[src/ttcw_pkg.sv]
package ttcw_pkg;

  // Default geometry of the console
  localparam int unsigned LINE_WIDTH_DEF = 31;
  localparam int unsigned LINE_COUNT_DEF = 24;
  localparam int unsigned WRAP_ROWS_DEF  = 28;

  // Field widths
  localparam int unsigned OP_W     = 2;
  localparam int unsigned BYTE_W   = 8;
  localparam int unsigned POS_W    = 5;
  localparam int unsigned OFS_W    = 11;
  localparam int unsigned TILE_W   = 7;
  localparam int unsigned SCROLL_W = 8;

  // Command codes
  localparam logic [OP_W-1:0] OP_PUT_CHAR = 2'd0;
  localparam logic [OP_W-1:0] OP_PUT_HEX  = 2'd1;
  localparam logic [OP_W-1:0] OP_GOTO     = 2'd2;
  localparam logic [OP_W-1:0] OP_MOVE     = 2'd3;

  // Result kinds
  localparam logic KIND_CELL   = 1'b0;
  localparam logic KIND_SCROLL = 1'b1;

  // Character codes
  localparam logic [BYTE_W-1:0] CHAR_NEWLINE   = 8'h0A;
  localparam logic [BYTE_W-1:0] CHAR_FIRST     = 8'h20;
  localparam logic [BYTE_W-1:0] CHAR_LAST      = 8'h7F;
  localparam logic [BYTE_W-1:0] CHAR_QUESTION  = 8'h3F;
  localparam logic [BYTE_W-1:0] CHAR_HEX_DIGIT = 8'h30;
  localparam logic [BYTE_W-1:0] CHAR_HEX_ALPHA = 8'h41;

  // Controller to datapath
  typedef struct packed {
    logic load;
    logic adv;
    logic emit_blank;
    logic emit_scroll;
    logic emit_char;
    logic clamp;
    logic mod_step;
    logic set_ofs;
    logic last;
  } ttcw_cmd_t;

  // Datapath to controller
  typedef struct packed {
    logic out_free;
    logic is_newline;
    logic at_line_end;
    logic row_hit;
    logic blank_done;
    logic hex_pend;
    logic mod_ge;
  } ttcw_sts_t;

  function automatic logic [BYTE_W-1:0] hex_ascii(input logic [3:0] nib);
    logic [BYTE_W-1:0] wide;
    wide = {4'b0, nib};
    if (nib > 4'd9) begin
      return wide - 8'd10 + CHAR_HEX_ALPHA;
    end
    return wide + CHAR_HEX_DIGIT;
  endfunction

  function automatic logic [TILE_W-1:0] tile_of(input logic [BYTE_W-1:0] code);
    logic [BYTE_W-1:0] diff;
    if (code < CHAR_FIRST || code > CHAR_LAST) begin
      diff = CHAR_QUESTION - CHAR_FIRST;
    end else begin
      diff = code - CHAR_FIRST;
    end
    return diff[TILE_W-1:0];
  endfunction

endpackage

[src/ttcw_cmd_if.sv]
interface ttcw_cmd_if import ttcw_pkg::*; ();
  logic              valid;
  logic              ready;
  logic [OP_W-1:0]   op;
  logic [BYTE_W-1:0] char_code;
  logic [BYTE_W-1:0] col;
  logic [BYTE_W-1:0] row;

  modport source (output valid, output op, output char_code, output col, output row,
                  input ready);
  modport sink   (input valid, input op, input char_code, input col, input row,
                  output ready);
endinterface

[src/ttcw_res_if.sv]
interface ttcw_res_if import ttcw_pkg::*; ();
  logic                valid;
  logic                ready;
  logic                kind;
  logic [OFS_W-1:0]    cell_offset;
  logic [TILE_W-1:0]   tile;
  logic [SCROLL_W-1:0] scroll_value;
  logic                last;

  modport source (output valid, output kind, output cell_offset, output tile,
                  output scroll_value, output last, input ready);
  modport sink   (input valid, input kind, input cell_offset, input tile,
                  input scroll_value, input last, output ready);
endinterface

[src/ttcw_ctrl.sv]
module ttcw_ctrl import ttcw_pkg::*; (
  input  logic            clk_i,
  input  logic            rst_ni,
  input  logic            cmd_valid_i,
  input  logic [OP_W-1:0] cmd_op_i,
  output logic            cmd_ready_o,
  input  ttcw_sts_t       sts_i,
  output ttcw_cmd_t       cmd_o
);

  localparam logic [3:0] S_IDLE   = 4'd0;
  localparam logic [3:0] S_CHAR   = 4'd1;
  localparam logic [3:0] S_ADV    = 4'd2;
  localparam logic [3:0] S_BLANK  = 4'd3;
  localparam logic [3:0] S_SCROLL = 4'd4;
  localparam logic [3:0] S_DRAW   = 4'd5;
  localparam logic [3:0] S_CLAMP  = 4'd6;
  localparam logic [3:0] S_MOD    = 4'd7;
  localparam logic [3:0] S_OFS    = 4'd8;

  logic [3:0] state_q, state_d;
  logic       draw_after_q, draw_after_d;

  always_comb begin
    state_d      = state_q;
    draw_after_d = draw_after_q;
    cmd_o        = '0;
    cmd_ready_o  = 1'b0;
    case (state_q)
      S_IDLE: begin
        cmd_ready_o = 1'b1;
        if (cmd_valid_i) begin
          cmd_o.load = 1'b1;
          if (cmd_op_i == OP_PUT_CHAR || cmd_op_i == OP_PUT_HEX) begin
            state_d = S_CHAR;
          end else begin
            state_d = S_CLAMP;
          end
        end
      end
      S_CHAR: begin
        if (sts_i.is_newline) begin
          draw_after_d = 1'b0;
          state_d      = S_ADV;
        end else if (sts_i.at_line_end) begin
          draw_after_d = 1'b1;
          state_d      = S_ADV;
        end else begin
          state_d = S_DRAW;
        end
      end
      S_ADV: begin
        cmd_o.adv = 1'b1;
        if (sts_i.row_hit) begin
          state_d = S_BLANK;
        end else if (draw_after_q) begin
          state_d = S_DRAW;
        end else begin
          state_d = S_IDLE;
        end
      end
      S_BLANK: begin
        if (sts_i.out_free) begin
          cmd_o.emit_blank = 1'b1;
          if (sts_i.blank_done) begin
            state_d = S_SCROLL;
          end
        end
      end
      S_SCROLL: begin
        if (sts_i.out_free) begin
          cmd_o.emit_scroll = 1'b1;
          cmd_o.last        = !draw_after_q;
          state_d           = draw_after_q ? S_DRAW : S_IDLE;
        end
      end
      S_DRAW: begin
        if (sts_i.out_free) begin
          cmd_o.emit_char = 1'b1;
          cmd_o.last      = !sts_i.hex_pend;
          state_d         = sts_i.hex_pend ? S_CHAR : S_IDLE;
        end
      end
      S_CLAMP: begin
        cmd_o.clamp = 1'b1;
        state_d     = S_MOD;
      end
      S_MOD: begin
        if (sts_i.mod_ge) begin
          cmd_o.mod_step = 1'b1;
        end else begin
          state_d = S_OFS;
        end
      end
      S_OFS: begin
        cmd_o.set_ofs = 1'b1;
        state_d       = S_IDLE;
      end
      default: begin
        state_d = S_IDLE;
      end
    endcase
  end

  always_ff @(posedge clk_i or negedge rst_ni) begin
    if (!rst_ni) begin
      state_q      <= S_IDLE;
      draw_after_q <= 1'b0;
    end else begin
      state_q      <= state_d;
      draw_after_q <= draw_after_d;
    end
  end

endmodule

[src/ttcw_dp.sv]
module ttcw_dp import ttcw_pkg::*; #(
  parameter int unsigned LINE_WIDTH = LINE_WIDTH_DEF,
  parameter int unsigned LINE_COUNT = LINE_COUNT_DEF,
  parameter int unsigned WRAP_ROWS  = WRAP_ROWS_DEF
) (
  input  logic                clk_i,
  input  logic                rst_ni,
  input  logic [OP_W-1:0]     cmd_op_i,
  input  logic [BYTE_W-1:0]   cmd_char_code_i,
  input  logic [BYTE_W-1:0]   cmd_col_i,
  input  logic [BYTE_W-1:0]   cmd_row_i,
  input  ttcw_cmd_t           cmd_i,
  output ttcw_sts_t           sts_o,
  input  logic                res_ready_i,
  output logic                res_valid_o,
  output logic                res_kind_o,
  output logic [OFS_W-1:0]    res_cell_offset_o,
  output logic [TILE_W-1:0]   res_tile_o,
  output logic [SCROLL_W-1:0] res_scroll_value_o,
  output logic                res_last_o
);

  localparam logic [POS_W-1:0]   LW         = POS_W'(LINE_WIDTH);
  localparam logic [POS_W-1:0]   LW_M1      = POS_W'(LINE_WIDTH - 1);
  localparam logic [BYTE_W-1:0]  LW_B       = BYTE_W'(LINE_WIDTH);
  localparam logic [BYTE_W-1:0]  LC_B       = BYTE_W'(LINE_COUNT);
  localparam logic [POS_W-1:0]   LC_M1      = POS_W'(LINE_COUNT - 1);
  localparam logic [POS_W:0]     LC6        = (POS_W+1)'(LINE_COUNT);
  localparam logic [POS_W:0]     WR6        = (POS_W+1)'(WRAP_ROWS);
  localparam logic [POS_W-1:0]   SR_MAX     = POS_W'(WRAP_ROWS - 1);
  localparam logic [POS_W:0]     PITCH      = (POS_W+1)'(LINE_WIDTH + 1);
  localparam logic [OFS_W:0]     WRAP_LIMIT = (OFS_W+1)'(2 * (WRAP_ROWS - 1) * (LINE_WIDTH + 1));

  // Architectural state
  logic [POS_W-1:0] cur_col_q, cur_col_d;
  logic [POS_W-1:0] cur_row_q, cur_row_d;
  logic [OFS_W-1:0] wo_q, wo_d;
  logic [POS_W-1:0] sr_q, sr_d;
  logic             hex_pend_q, hex_pend_d;

  // Working registers
  logic [OP_W-1:0]   op_q;
  logic [BYTE_W-1:0] byte_q;
  logic [BYTE_W-1:0] col_in_q;
  logic [BYTE_W-1:0] row_in_q;
  logic [BYTE_W-1:0] code_q, code_d;
  logic [OFS_W-1:0]  blk_ofs_q, blk_ofs_d;
  logic [POS_W-1:0]  blk_cnt_q, blk_cnt_d;
  logic [POS_W:0]    mrow_q, mrow_d;

  // Result register
  logic                res_valid_q;
  logic                kind_q;
  logic [OFS_W-1:0]    ofs_q;
  logic [TILE_W-1:0]   tile_q;
  logic [SCROLL_W-1:0] sv_q;
  logic                last_q;

  logic [POS_W:0]    adv_cells;
  logic [OFS_W:0]    adv_sum;
  logic [OFS_W-1:0]  adv_ofs;
  logic              row_hit;
  logic [BYTE_W-1:0] x_raw, y_raw;
  logic [POS_W-1:0]  x_clamp, y_clamp;
  logic [OFS_W-1:0]  row_base;
  logic [OFS_W-1:0]  row_sum;
  logic              emit_any;

  // Newline: skip the rest of the row, fold back to the top past the last row
  assign adv_cells = PITCH - {1'b0, cur_col_q};
  assign adv_sum   = {1'b0, wo_q} + {{(OFS_W-POS_W-1){1'b0}}, adv_cells, 1'b0};
  assign adv_ofs   = (adv_sum > WRAP_LIMIT) ? '0 : adv_sum[OFS_W-1:0];
  assign row_hit   = ({1'b0, cur_row_q} + 1'b1) == LC6;

  // Goto and move targets, saturated to the visible area
  assign x_raw   = (op_q == OP_GOTO) ? col_in_q : col_in_q + {3'b0, cur_col_q};
  assign y_raw   = (op_q == OP_GOTO) ? row_in_q : row_in_q + {3'b0, cur_row_q};
  assign x_clamp = (x_raw >= LW_B) ? LW_M1 : x_raw[POS_W-1:0];
  assign y_clamp = (y_raw >= LC_B) ? LC_M1 : y_raw[POS_W-1:0];

  assign row_base = OFS_W'(mrow_q[POS_W-1:0]) * OFS_W'(PITCH);
  assign row_sum  = row_base + OFS_W'(cur_col_q);

  assign emit_any = cmd_i.emit_blank | cmd_i.emit_scroll | cmd_i.emit_char;

  always_comb begin
    cur_col_d  = cur_col_q;
    cur_row_d  = cur_row_q;
    wo_d       = wo_q;
    sr_d       = sr_q;
    hex_pend_d = hex_pend_q;
    code_d     = code_q;
    blk_ofs_d  = blk_ofs_q;
    blk_cnt_d  = blk_cnt_q;
    mrow_d     = mrow_q;
    if (cmd_i.load) begin
      hex_pend_d = (cmd_op_i == OP_PUT_HEX);
      code_d     = (cmd_op_i == OP_PUT_HEX) ? hex_ascii(cmd_char_code_i[7:4]) : cmd_char_code_i;
    end
    if (cmd_i.adv) begin
      wo_d      = adv_ofs;
      blk_ofs_d = adv_ofs;
      blk_cnt_d = '0;
      cur_col_d = '0;
      if (row_hit) begin
        sr_d = (sr_q == SR_MAX) ? '0 : sr_q + 1'b1;
      end else begin
        cur_row_d = cur_row_q + 1'b1;
      end
    end
    if (cmd_i.emit_blank) begin
      blk_ofs_d = blk_ofs_q + OFS_W'(2);
      blk_cnt_d = blk_cnt_q + 1'b1;
    end
    if (cmd_i.emit_char) begin
      wo_d      = wo_q + OFS_W'(2);
      cur_col_d = cur_col_q + 1'b1;
      if (hex_pend_q) begin
        code_d     = hex_ascii(byte_q[3:0]);
        hex_pend_d = 1'b0;
      end
    end
    if (cmd_i.clamp) begin
      cur_col_d = x_clamp;
      cur_row_d = y_clamp;
      mrow_d    = {1'b0, y_clamp} + {1'b0, sr_q};
    end
    if (cmd_i.mod_step) begin
      mrow_d = mrow_q - WR6;
    end
    if (cmd_i.set_ofs) begin
      wo_d = {row_sum[OFS_W-2:0], 1'b0};
    end
  end

  always_ff @(posedge clk_i or negedge rst_ni) begin
    if (!rst_ni) begin
      cur_col_q   <= '0;
      cur_row_q   <= '0;
      wo_q        <= '0;
      sr_q        <= '0;
      hex_pend_q  <= 1'b0;
      res_valid_q <= 1'b0;
    end else begin
      cur_col_q  <= cur_col_d;
      cur_row_q  <= cur_row_d;
      wo_q       <= wo_d;
      sr_q       <= sr_d;
      hex_pend_q <= hex_pend_d;
      if (emit_any) begin
        res_valid_q <= 1'b1;
      end else if (res_ready_i) begin
        res_valid_q <= 1'b0;
      end
    end
  end

  always_ff @(posedge clk_i) begin
    if (cmd_i.load) begin
      op_q     <= cmd_op_i;
      byte_q   <= cmd_char_code_i;
      col_in_q <= cmd_col_i;
      row_in_q <= cmd_row_i;
    end
    code_q    <= code_d;
    blk_ofs_q <= blk_ofs_d;
    blk_cnt_q <= blk_cnt_d;
    mrow_q    <= mrow_d;
    if (emit_any) begin
      kind_q <= cmd_i.emit_scroll ? KIND_SCROLL : KIND_CELL;
      ofs_q  <= cmd_i.emit_char ? wo_q : (cmd_i.emit_blank ? blk_ofs_q : '0);
      tile_q <= cmd_i.emit_char ? tile_of(code_q) : '0;
      sv_q   <= cmd_i.emit_scroll ? {sr_q, 3'b0} : '0;
      last_q <= cmd_i.last;
    end
  end

  assign sts_o.out_free    = !res_valid_q || res_ready_i;
  assign sts_o.is_newline  = (code_q == CHAR_NEWLINE);
  assign sts_o.at_line_end = (cur_col_q == LW);
  assign sts_o.row_hit     = row_hit;
  assign sts_o.blank_done  = (blk_cnt_q == LW_M1);
  assign sts_o.hex_pend    = hex_pend_q;
  assign sts_o.mod_ge      = (mrow_q >= WR6);

  assign res_valid_o        = res_valid_q;
  assign res_kind_o         = kind_q;
  assign res_cell_offset_o  = ofs_q;
  assign res_tile_o         = tile_q;
  assign res_scroll_value_o = sv_q;
  assign res_last_o         = last_q;

endmodule

[src/tile_text_console_writer_core.sv]
// Text console on a vertically scrolled tile map. Each command word on cmd_i
// (put character, put byte as two hex digits, goto, relative move) turns into
// zero or more result words on res_o: name-table cell writes (byte offset from
// the table base, tile = code - 0x20, unprintable codes shown as '?') and
// vertical-scroll register writes (scroll index times eight); last marks the
// final word of a command. One command is worked at a time by a small
// sequencer. A plain character is checked for line end and then drawn; a
// hex byte does so for each digit; goto and move clamp, subtract WRAP_ROWS
// while the screen row is wrapped, then set the write offset. A newline
// that runs off the bottom line adds LINE_WIDTH + 1 words, emitted one per
// cycle from the single output register, which sets the pace whenever
// res_o stalls and holds the final word while the next command is accepted.
module tile_text_console_writer_core import ttcw_pkg::*; #(
  parameter int unsigned LINE_WIDTH = LINE_WIDTH_DEF,
  parameter int unsigned LINE_COUNT = LINE_COUNT_DEF,
  parameter int unsigned WRAP_ROWS  = WRAP_ROWS_DEF
) (
  input logic        clk_i,
  input logic        rst_ni,
  ttcw_cmd_if.sink   cmd_i,
  ttcw_res_if.source res_o
);

  ttcw_cmd_t ctrl_cmd;
  ttcw_sts_t dp_sts;

  // Sequencer: dispatch a command word, then walk newline, blanking and draw, or clamp, row wrap and offset
  ttcw_ctrl u_ctrl (
    .clk_i       (clk_i),
    .rst_ni      (rst_ni),
    .cmd_valid_i (cmd_i.valid),
    .cmd_op_i    (cmd_i.op),
    .cmd_ready_o (cmd_i.ready),
    .sts_i       (dp_sts),
    .cmd_o       (ctrl_cmd)
  );

  // Cursor, write offset, scroll index and the output register
  ttcw_dp #(
    .LINE_WIDTH (LINE_WIDTH),
    .LINE_COUNT (LINE_COUNT),
    .WRAP_ROWS  (WRAP_ROWS)
  ) u_dp (
    .clk_i              (clk_i),
    .rst_ni             (rst_ni),
    .cmd_op_i           (cmd_i.op),
    .cmd_char_code_i    (cmd_i.char_code),
    .cmd_col_i          (cmd_i.col),
    .cmd_row_i          (cmd_i.row),
    .cmd_i              (ctrl_cmd),
    .sts_o              (dp_sts),
    .res_ready_i        (res_o.ready),
    .res_valid_o        (res_o.valid),
    .res_kind_o         (res_o.kind),
    .res_cell_offset_o  (res_o.cell_offset),
    .res_tile_o         (res_o.tile),
    .res_scroll_value_o (res_o.scroll_value),
    .res_last_o         (res_o.last)
  );

endmodule

[src/flat_wrapper.sv]
// flat-port wrapper written by rule: the top's interface ports become plain ports
module tile_text_console_writer_core_flat import ttcw_pkg::*;
#(
  parameter int unsigned LINE_WIDTH = LINE_WIDTH_DEF,
  parameter int unsigned LINE_COUNT = LINE_COUNT_DEF,
  parameter int unsigned WRAP_ROWS  = WRAP_ROWS_DEF
)
  (clk_i, rst_ni, cmd_i_valid, cmd_i_op, cmd_i_char_code, cmd_i_col, cmd_i_row, cmd_i_ready, res_o_valid, res_o_kind, res_o_cell_offset, res_o_tile, res_o_scroll_value, res_o_last, res_o_ready);
  ttcw_cmd_if cmd_i_i ();
  ttcw_res_if res_o_i ();
  input logic clk_i;
  input logic rst_ni;
  input wire logic [$bits(cmd_i_i.valid)-1:0] cmd_i_valid;
  input wire logic [$bits(cmd_i_i.op)-1:0] cmd_i_op;
  input wire logic [$bits(cmd_i_i.char_code)-1:0] cmd_i_char_code;
  input wire logic [$bits(cmd_i_i.col)-1:0] cmd_i_col;
  input wire logic [$bits(cmd_i_i.row)-1:0] cmd_i_row;
  output wire logic [$bits(cmd_i_i.ready)-1:0] cmd_i_ready;
  output wire logic [$bits(res_o_i.valid)-1:0] res_o_valid;
  output wire logic [$bits(res_o_i.kind)-1:0] res_o_kind;
  output wire logic [$bits(res_o_i.cell_offset)-1:0] res_o_cell_offset;
  output wire logic [$bits(res_o_i.tile)-1:0] res_o_tile;
  output wire logic [$bits(res_o_i.scroll_value)-1:0] res_o_scroll_value;
  output wire logic [$bits(res_o_i.last)-1:0] res_o_last;
  input wire logic [$bits(res_o_i.ready)-1:0] res_o_ready;
  assign cmd_i_i.valid = cmd_i_valid;
  assign cmd_i_i.op = cmd_i_op;
  assign cmd_i_i.char_code = cmd_i_char_code;
  assign cmd_i_i.col = cmd_i_col;
  assign cmd_i_i.row = cmd_i_row;
  assign cmd_i_ready = cmd_i_i.ready;
  assign res_o_valid = res_o_i.valid;
  assign res_o_kind = res_o_i.kind;
  assign res_o_cell_offset = res_o_i.cell_offset;
  assign res_o_tile = res_o_i.tile;
  assign res_o_scroll_value = res_o_i.scroll_value;
  assign res_o_last = res_o_i.last;
  assign res_o_i.ready = res_o_ready;
  tile_text_console_writer_core #(.LINE_WIDTH(LINE_WIDTH), .LINE_COUNT(LINE_COUNT), .WRAP_ROWS(WRAP_ROWS)) u_core (.clk_i(clk_i), .rst_ni(rst_ni), .cmd_i(cmd_i_i), .res_o(res_o_i));
endmodule
[config.mk]
export PLATFORM = sky130hd
export DESIGN_NAME = tile_text_console_writer_core_flat
export DESIGN_NICKNAME = d
export VERILOG_FILES = /design/src/ttcw_pkg.sv /design/src/ttcw_cmd_if.sv /design/src/ttcw_res_if.sv /design/src/ttcw_ctrl.sv /design/src/ttcw_dp.sv /design/src/tile_text_console_writer_core.sv /design/src/flat_wrapper.sv
export SDC_FILE = /design/constraint.sdc
export NUM_CORES = 1
export LEC_CHECK = 0
export BUFFER_PORTS_ARGS = -buffer_cell sky130_fd_sc_hd__buf_2
export CORE_MARGIN = 2
export CORE_UTILIZATION = 40
export CTS_CLUSTER_SIZE = 24
export DETAILED_ROUTE_END_ITERATION = 7
export GPL_ROUTABILITY_DRIVEN = 0
export PLACE_DENSITY = 0.64
export SLEW_MARGIN = 30
export SYNTH_ARGS = -nofsm -noshare
export SYNTH_HDL_FRONTEND = slang
export SYNTH_HIERARCHICAL = 1
export SYNTH_SLANG_ARGS = --single-unit
[constraint.sdc]
create_clock -name clk_i -period 3.88 [get_ports clk_i]
set_input_delay 1.164 -clock clk_i [delete_from_list [all_inputs] [get_ports clk_i]]
set_output_delay 1.164 -clock clk_i [all_outputs]
set_load 0.01 [all_outputs]
==> results of run 1 <==
## logic make-up (layout without fill, tap and decap cells)
group	Yosys count	in the layout	share of synthesized area
AOI/OAI and AO/OA	189	189	0.178
xor gates and xnor gates	51	51	0.0633
DFF	110	110	0.433
buffers and inverters	74	122	0.0452
adders and majority gates	43	43	0.0805
muxes	9	9	0.0129
and+or+nand+nor	270	270	0.186
other	1	3	0.000531
## worst max-delay path by stage
stage	start	endpoint	cells past startpoint
final	u_core/u_dp/cur_row_q[0]$_DFFE_PN0P_	u_core/u_dp/mrow_q[4]$_DFFE_PP_	18
after global routing	u_core/u_dp/cur_row_q[0]$_DFFE_PN0P_	u_core/u_dp/mrow_q[4]$_DFFE_PP_	18
after CTS	u_core/u_dp/cur_row_q[0]$_DFFE_PN0P_	u_core/u_dp/mrow_q[4]$_DFFE_PP_	18
after detailed placement	u_core/u_dp/cur_row_q[0]$_DFFE_PN0P_	u_core/u_dp/mrow_q[4]$_DFFE_PP_	18
after global placement	u_core/u_dp/cur_row_q[0]$_DFFE_PN0P_	u_core/u_dp/mrow_q[4]$_DFFE_PP_	18
after floorplan	u_core/u_dp/cur_row_q[0]$_DFFE_PN0P_	u_core/u_dp/mrow_q[4]$_DFFE_PP_	18
## routing by layer
layer | track usage | routed length (um)
met1 | 0.245 | 7340
met2 | 0.283 | 7560
met3 | 0.0263 | 628
met4 | 0.0556 | 208
met5 | 0 | 0
## state kept, by name, indices dropped and copies added (netlist names), 4 cells and up
name / count
u_core/u_ctrl/state_q: 4
u_core/u_dp/res_tile_o: 7
u_core/u_dp/res_cell_offset_o: 11
u_core/u_dp/cur_col_q: 5
u_core/u_dp/res_scroll_value_o: 5
u_core/u_dp/code_q: 8
u_core/u_dp/col_in_q: 8
u_core/u_dp/cur_row_q: 5
u_core/u_dp/row_in_q: 8
u_core/u_dp/blk_ofs_q: 11
u_core/u_dp/wo_q: 11
u_core/u_dp/byte_q: 4
u_core/u_dp/mrow_q: 6
u_core/u_dp/sr_q: 5
u_core/u_dp/blk_cnt_q: 5
## worst max-delay path, delay by kind of cell (launching register included)
| family | cells | cell delay [ns] |
|---|---|---|
| fa+ha+maj | 4 | 0.94 |
| compound gates | 7 | 1.35 |
| buf+inv | 3 | 0.17 |
| xor+xnor | 2 | 0.37 |
| flops | 1 | 0.38 |
| simple gates | 2 | 0.24 |
## through the flow
step           worst slack [ns]  instance area (sq um)
6_report                  0.184                   7890
5_1_grt                 -0.0443                   7890
4_1_cts                   0.183                   7840
3_5_place_dp              0.211                   7560
3_3_place_gp              0.342                   7560
2_1_floorplan             0.471                   7070
## power by group through the flow
stage,logic [W],clock network (W),registers [W]
global route,0.00376,0.000980,0.00232
finish,0.00335,0.000925,0.00225
floorplan,0.00253,0,0.00216
detailed placement,0.00330,0,0.00228
CTS,0.00332,0.000943,0.00225
global placement,0.00325,0,0.00227
## layout by cell type (no fill, tap or decap), types with 16 or more instances in the layout
| master | Yosys | layout |
|---|---|---|
| nand3_1 | 25 | 25 |
| xnor2_1 | 27 | 26 |
| xor2_1 | 24 | 24 |
| edfxtp_1 | 69 | 69 |
| buf_2 | 2 | 56 |
| nand2_1 | 83 | 83 |
| inv_1 | 33 | 33 |
| o21ai_0 | 52 | 52 |
| buf_4 | 6 | 16 |
| a31oi_1 | 19 | 19 |
| ha_1 | 39 | 39 |
| dfrtp_1 | 33 | 32 |
| nor2_1 | 67 | 66 |
| a21oi_1 | 41 | 39 |
## what timing repair did
action / 4_1_cts / 5_1_grt
buffers inserted: 0 / 4
endpoints found under the setup margin: 0 / 2
gates resized for setup: 0 / 6
## cell type report
class | instances | area share
Sequential cell | 110 | 0.388
Multi-Input combinational cell | 565 | 0.472
Tap cell | 225 | 0.0357
Clock inverter | 4 | 0.00349
Timing Repair Buffer | 73 | 0.0533
Clock buffer | 12 | 0.0327
Inverter | 33 | 0.0157
==> out/qor.txt, run 1 <==
status -> finished, final reports clean
FF-to-FF path depth -> 18
launch point of the worst reg-to-reg path -> u_core/u_dp/cur_row_q[0]$_DFFE_PN0P_
P_leak -> 3.17 nW
DR vias -> 5633
chip width -> 137 um
CTS Buffer Depth -> 2
Hold Path Class -> register to register
Setup violations, final -> 0
R2R setup slack -> 0.18 ns
Comb power frac -> 0.513
P per Cell Area -> 827 mW/mm^2
Synth Flop Type -> edfxtp_1
die area -> 0.0187 sq mm
clock period minus worst slack -> 3.70 ns
Req. time, crit path -> 3.99 ns
Netlist cell types -> 79
top post-synthesis cells by area -> edfxtp_1, dfrtp_1, ha_1
root buffer cell -> clkbuf_16
WHS Path Cells -> 2
top-count cell post-synth -> nand2_1
Commonest cells post-synth -> nand2_1, edfxtp_1, nor2_1, o21ai_0, a21oi_1
CTS tree -> yes
HPWL Detailed -> 11300 um
Buffers on Ports -> 56
unrepaired setup endpoints after global routing -> yes
clock power share -> 0.142
Final Max Tran Viols -> 0
Mapped Cells -> 747
initial core utilization -> 0.408
Synth top area share -> 0.294
TritonCTS Buffers -> 9
wire length of the first global-routing pass -> 26000 um
Most common cell on crit path -> inv_1
max frequency -> 271 MHz
Yosys warnings -> 6
register bit total from synthesis -> 110
Largest stage delay, worst path -> 0.45 ns
initial antenna violation count -> 0
WHS -> 0.507 ns
final hold violations -> 0
Placed Instances -> 1002
Routed WL -> 15700 um
area delta synth->final -> 11.8%
critical path launch point type -> register
area of the core -> 0.0173 sq mm
TNS Setup -> 0 ns
worst-skew pair later-pin latency -> 0.36 ns
Yosys top cell by area -> edfxtp_1
clock-pin transition on the worst setup and hold timing paths -> 0.08 ns
async set-or-reset flop fraction in the synthesized netlist -> 0.300
TritonCTS sink count -> 110
worst path arrival time -> 3.81 ns
vias per cell -> 5.51
Slew @ Worst Pin -> 0.816 ns
final setup skew -> 0.0122 ns
switching share of power -> 0.431
hold_sp -> u_core/u_dp/mrow_q[0]$_DFFE_PP_
# DRC -> 0
site row count -> 48
worst r2r dst -> u_core/u_dp/mrow_q[4]$_DFFE_PP_
Die H -> 137 um
register area share after synthesis -> 0.433
grt ovf -> 0
Critical Path Fanout Max -> 5
total number of H-tree levels -> 3
largest net degree at the start of global routing -> 37
Worst setup EP type -> register
GRT Total Usage -> 0.176
register area -> 0.00306 sq mm
FILL cells -> 1676
max-cap violations -> 0
Antenna diodes -> 0
number of synthesized flops with an enable pin -> 69
Tot Pwr -> 0.00653 W
# IOs -> 60
Peak supply drop -> 0.379 mV
layout cells sized above 1 -> 0.141
initial drt markers -> 490
Tcrit/Tclk final -> 0.953
per-cell routed wire length -> 15.4 um
layout net count -> 865
hold_buf cts -> 0
area of the multi-input gates -> 0.00372 sq mm
Crit-path slowest cell -> a2111oi_4
Worst Hold Endpoint -> u_core/u_dp/wo_q[6]$_DFFE_PN0P_
Critical Path, Cell by Cell -> ha_1, inv_1, fa_1, nor2b_1, o21ai_0, a21boi_1, o211ai_1, xnor2_2, a2111oi_4, nand2_1, ha_1, inv_1, fa_2, inv_1, a21o_1, a21oi_2, xor2_1, o21ai_0
Flop pwr share -> 0.345
mapped cell area -> 0.00706 sq mm
Final Core Density -> 0.456
Int Pwr -> 0.00371 W
WS Path Type -> register to register
syn avg cell area -> 9.45 sq um
sw power -> 0.00282 W
first drt pass iteration count -> 5
vias in the first global route -> 5215
Slew HR -> 0.456
remaining antenna violation count after routing -> 0
Post-Layout Cell Count -> 1022
Note: power is estimated with default switching activity, not from simulation.
==> inputs of run 2 (changes only) <==
--- a/config.mk
+++ b/config.mk
@@ -5,12 +5,14 @@
 export SDC_FILE = /design/constraint.sdc
 export NUM_CORES = 1
 export LEC_CHECK = 0
+export ABC_AREA = 1
 export BUFFER_PORTS_ARGS = -buffer_cell sky130_fd_sc_hd__buf_2
 export CORE_MARGIN = 2
 export CORE_UTILIZATION = 40
 export CTS_CLUSTER_SIZE = 24
 export DETAILED_ROUTE_END_ITERATION = 7
 export GPL_ROUTABILITY_DRIVEN = 0
+export HOLD_SLACK_MARGIN = 0.05
 export PLACE_DENSITY = 0.64
 export SLEW_MARGIN = 30
 export SYNTH_ARGS = -nofsm -noshare
==> out/qor.txt, run 2 <==
status -> finished, final reports clean
grt ovf -> 0 (unchanged)
setup bufs post-CTS -> 0 (unchanged)
CP top delay family -> adder cells
HPWL Detailed -> 12500 um (+11%)
mapped cell area -> 0.00721 sq mm (+2.2%)
Yosys top cell by area -> edfxtp_1
Buffers on Ports -> 56 (unchanged)
total number of H-tree levels -> 3 (unchanged)
clock period minus worst slack -> 3.36 ns (-0.338 ns)
area delta synth->final -> 12.1%
clock-pin transition on the worst setup and hold timing paths -> 0.07 ns (about the same)
first drt pass iteration count -> 8 (+3)
P per Cell Area -> 831 mW/mm^2 (+0.50%)
worst-skew pair later-pin latency -> 0.36 ns (about the same)
P_leak -> 3.89 nW (+23%)
per-cell routed wire length -> 13.6 um (-12%)
register bit total from synthesis -> 110 (unchanged)
CTS Buffer Depth -> 2 (unchanged)
DR vias -> 6076 (+7.9%)
FILL cells -> 1794 (+7.0%)
Tcrit/Tclk final -> 0.865 (-0.0872)
Peak supply drop -> 0.308 mV (-19%)
area of the core -> 0.0178 sq mm (+3.1%)
Tot Pwr -> 0.00672 W (+3.0%)
layout cells sized above 1 -> 0.132 (-0.00884)
top post-synthesis cells by area -> edfxtp_1, dfrtp_1, nand2_1
Die H -> 138 um (+1.1%)
worst path arrival time -> 3.47 ns (-0.34 ns)
Mapped Cells -> 907 (+21%)
TritonCTS sink count -> 110 (unchanged)
CTS tree -> yes
Slew @ Worst Pin -> 0.834 ns (+0.0182 ns)
Yosys warnings -> 6 (unchanged)
number of synthesized flops with an enable pin -> 69 (unchanged)
Synth Flop Type -> edfxtp_1
chip width -> 138 um (+1.1%)
Commonest cells post-synth -> nand2_1, inv_1, nand3_1, edfxtp_1, nor2_1
Final Max Tran Viols -> 0 (unchanged)
Netlist cell types -> 50 (-37%)
initial core utilization -> 0.404 (-0.00375)
vias in the first global route -> 5768 (+11%)
top-count cell post-synth -> nand2_1
Routed WL -> 16400 um (+4.0%)
syn avg cell area -> 7.95 sq um (-16%)
Worst Path Buf+Inv -> 2 (-1)
commonest cells after routing, fill and taps aside -> nand2_1, inv_1, nand3_1
die area -> 0.0191 sq mm (+2.1%)
largest net degree at the start of global routing -> 34 (-8.1%)
# DRC -> 0 (unchanged)
critical path launch point type -> register
async set-or-reset flop fraction in the synthesized netlist -> 0.300 (unchanged)
Crit-path slowest cell -> dfrtp_1
WHS -> 0.503 ns (-0.00425 ns)
Hold Path Class -> register to register
Critical Path Fanout Max -> 7 (+2)
Critical Path, Cell by Cell -> ha_1, inv_1, fa_1, o21ai_0, nand2_1, nand2_1, nand2_1, xor2_1, nand2_1, nor2_4, nand3_1, ha_1, a21oi_1, inv_1, a31oi_1, or2_2, a21oi_1, o21ai_0, nand2_1
TritonCTS Buffers -> 9 (unchanged)
hold_buf cts -> 0 (unchanged)
Setup violations, final -> 0 (unchanged)
wire length of the first global-routing pass -> 27500 um (+5.8%)
Worst setup EP type -> register
site row count -> 49 (+2.1%)
layout net count -> 1040 (+20%)
remaining antenna violation count after routing -> 0 (unchanged)
root buffer cell -> clkbuf_16
# IOs -> 60 (unchanged)
final setup skew -> 0.00784 ns (-0.00441 ns)
initial antenna violation count -> 0 (unchanged)
vias per cell -> 5.06 (-8.2%)
max frequency -> 298 MHz (+10%)
final hold violations -> 0 (unchanged)
Largest stage delay, worst path -> 0.42 ns (-0.03 ns)
Synth top area share -> 0.287 (-0.00631)
post-cts sizing count -> 0 (unchanged)
commonest non-fill, non-tap cell in the layout -> nand2_1
TNS Setup -> 0 ns (unchanged)
initial drt markers -> 421 (-14%)
WS Path Type -> register to register
Slew HR -> 0.444 (-0.0121)
Most common cell on crit path -> nand2_1
register area share after synthesis -> 0.424 (-0.00932)
Antenna diodes -> 0 (unchanged)
max-cap violations -> 0 (unchanged)
unrepaired setup endpoints after global routing -> no
Req. time, crit path -> 3.99 ns (about the same)
GRT Total Usage -> 0.173 (-0.00264)
==> run 2: kinds of logic after synthesis <==
kind of cell / after synthesis / share of synthesized area
DFF: 110 / 0.424
xor gates and xnor gates: 28 / 0.0350
muxes: 2 / 0.00295
buffers and inverters: 164 / 0.0900
adders and majority gates: 43 / 0.0788
AOI/OAI and AO/OA: 126 / 0.0973
other: 1 / 0.000520
and+or+nand+nor: 433 / 0.271
==> run 2: stage by stage <==
stage,instances,setup WS [ns],cell area (sq um),util
global route,1201,0.228,8090,0.453
CTS,1201,0.516,8090,0.453
finish,1201,0.522,8090,0.453
global placement,1185,0.602,7780,0.436
detailed placement,1185,0.527,7780,0.436
floorplan,909,0.698,7220,-
==> run 2: worst min-delay path, delay by kind of cell, from the launching register on <==
kind	cells	cell delay, ns
DFF	1	0.33
and+or+nand+nor	1	0.07
AOI/OAI and AO/OA	1	0.06
==> run 2: final cells by class <==
type / instances / area [sq um] / share of cell area
Sequential cell: 110 / 3060 / 0.378
Clock inverter: 6 / 70.1 / 0.00867
Tap cell: 229 / 287 / 0.0354
Clock buffer: 10 / 239 / 0.0296
Multi-Input combinational cell: 635 / 3530 / 0.436
Timing Repair Buffer: 67 / 363 / 0.0449
Inverter: 144 / 541 / 0.0669
==> run 2: layer usage <==
layer  vias to the layer above  track usage  routed length (um)
met5                         -            0                   0
met4                         0       0.0575                 231
met3                        15       0.0284                 540
met2                       120        0.285                7690
met1                      2814        0.234                7900
li1                       3127            -                   -
==> run 2: power by group <==
part	total (W)	switching (W)	internal [W]
logic	0.00360	0.00230	0.00130
registers	0.00216	0.000345	0.00181
clock network	0.000968	0.000445	0.000523
total	0.00672	0.00309	0.00363
==> run 2: path summary, 6_finish.rpt <==
kind | startpoint | to | slack, ns | depth (start not counted)
max in group asynchronous | rst_ni | u_core/u_dp/cur_row_q[3]$_DFFE_PN0P_ | 2.45 | 1
min in group asynchronous | rst_ni | u_core/u_dp/sr_q[4]$_DFFE_PN0P_ | 0.91 | 1
worst max register to register | u_core/u_dp/cur_row_q[0]$_DFFE_PN0P_ | u_core/u_dp/mrow_q[5]$_DFFE_PP_ | 0.52 | 19
worst min register to register | u_core/u_dp/code_q[7]$_DFF_P_ | u_core/u_dp/code_q[7]$_DFF_P_ | 0.50 | 2
worst max-delay path | u_core/u_dp/cur_row_q[0]$_DFFE_PN0P_ | u_core/u_dp/mrow_q[5]$_DFFE_PP_ | 0.52 | 19
worst min-delay path | u_core/u_dp/code_q[7]$_DFF_P_ | u_core/u_dp/code_q[7]$_DFF_P_ | 0.50 | 2
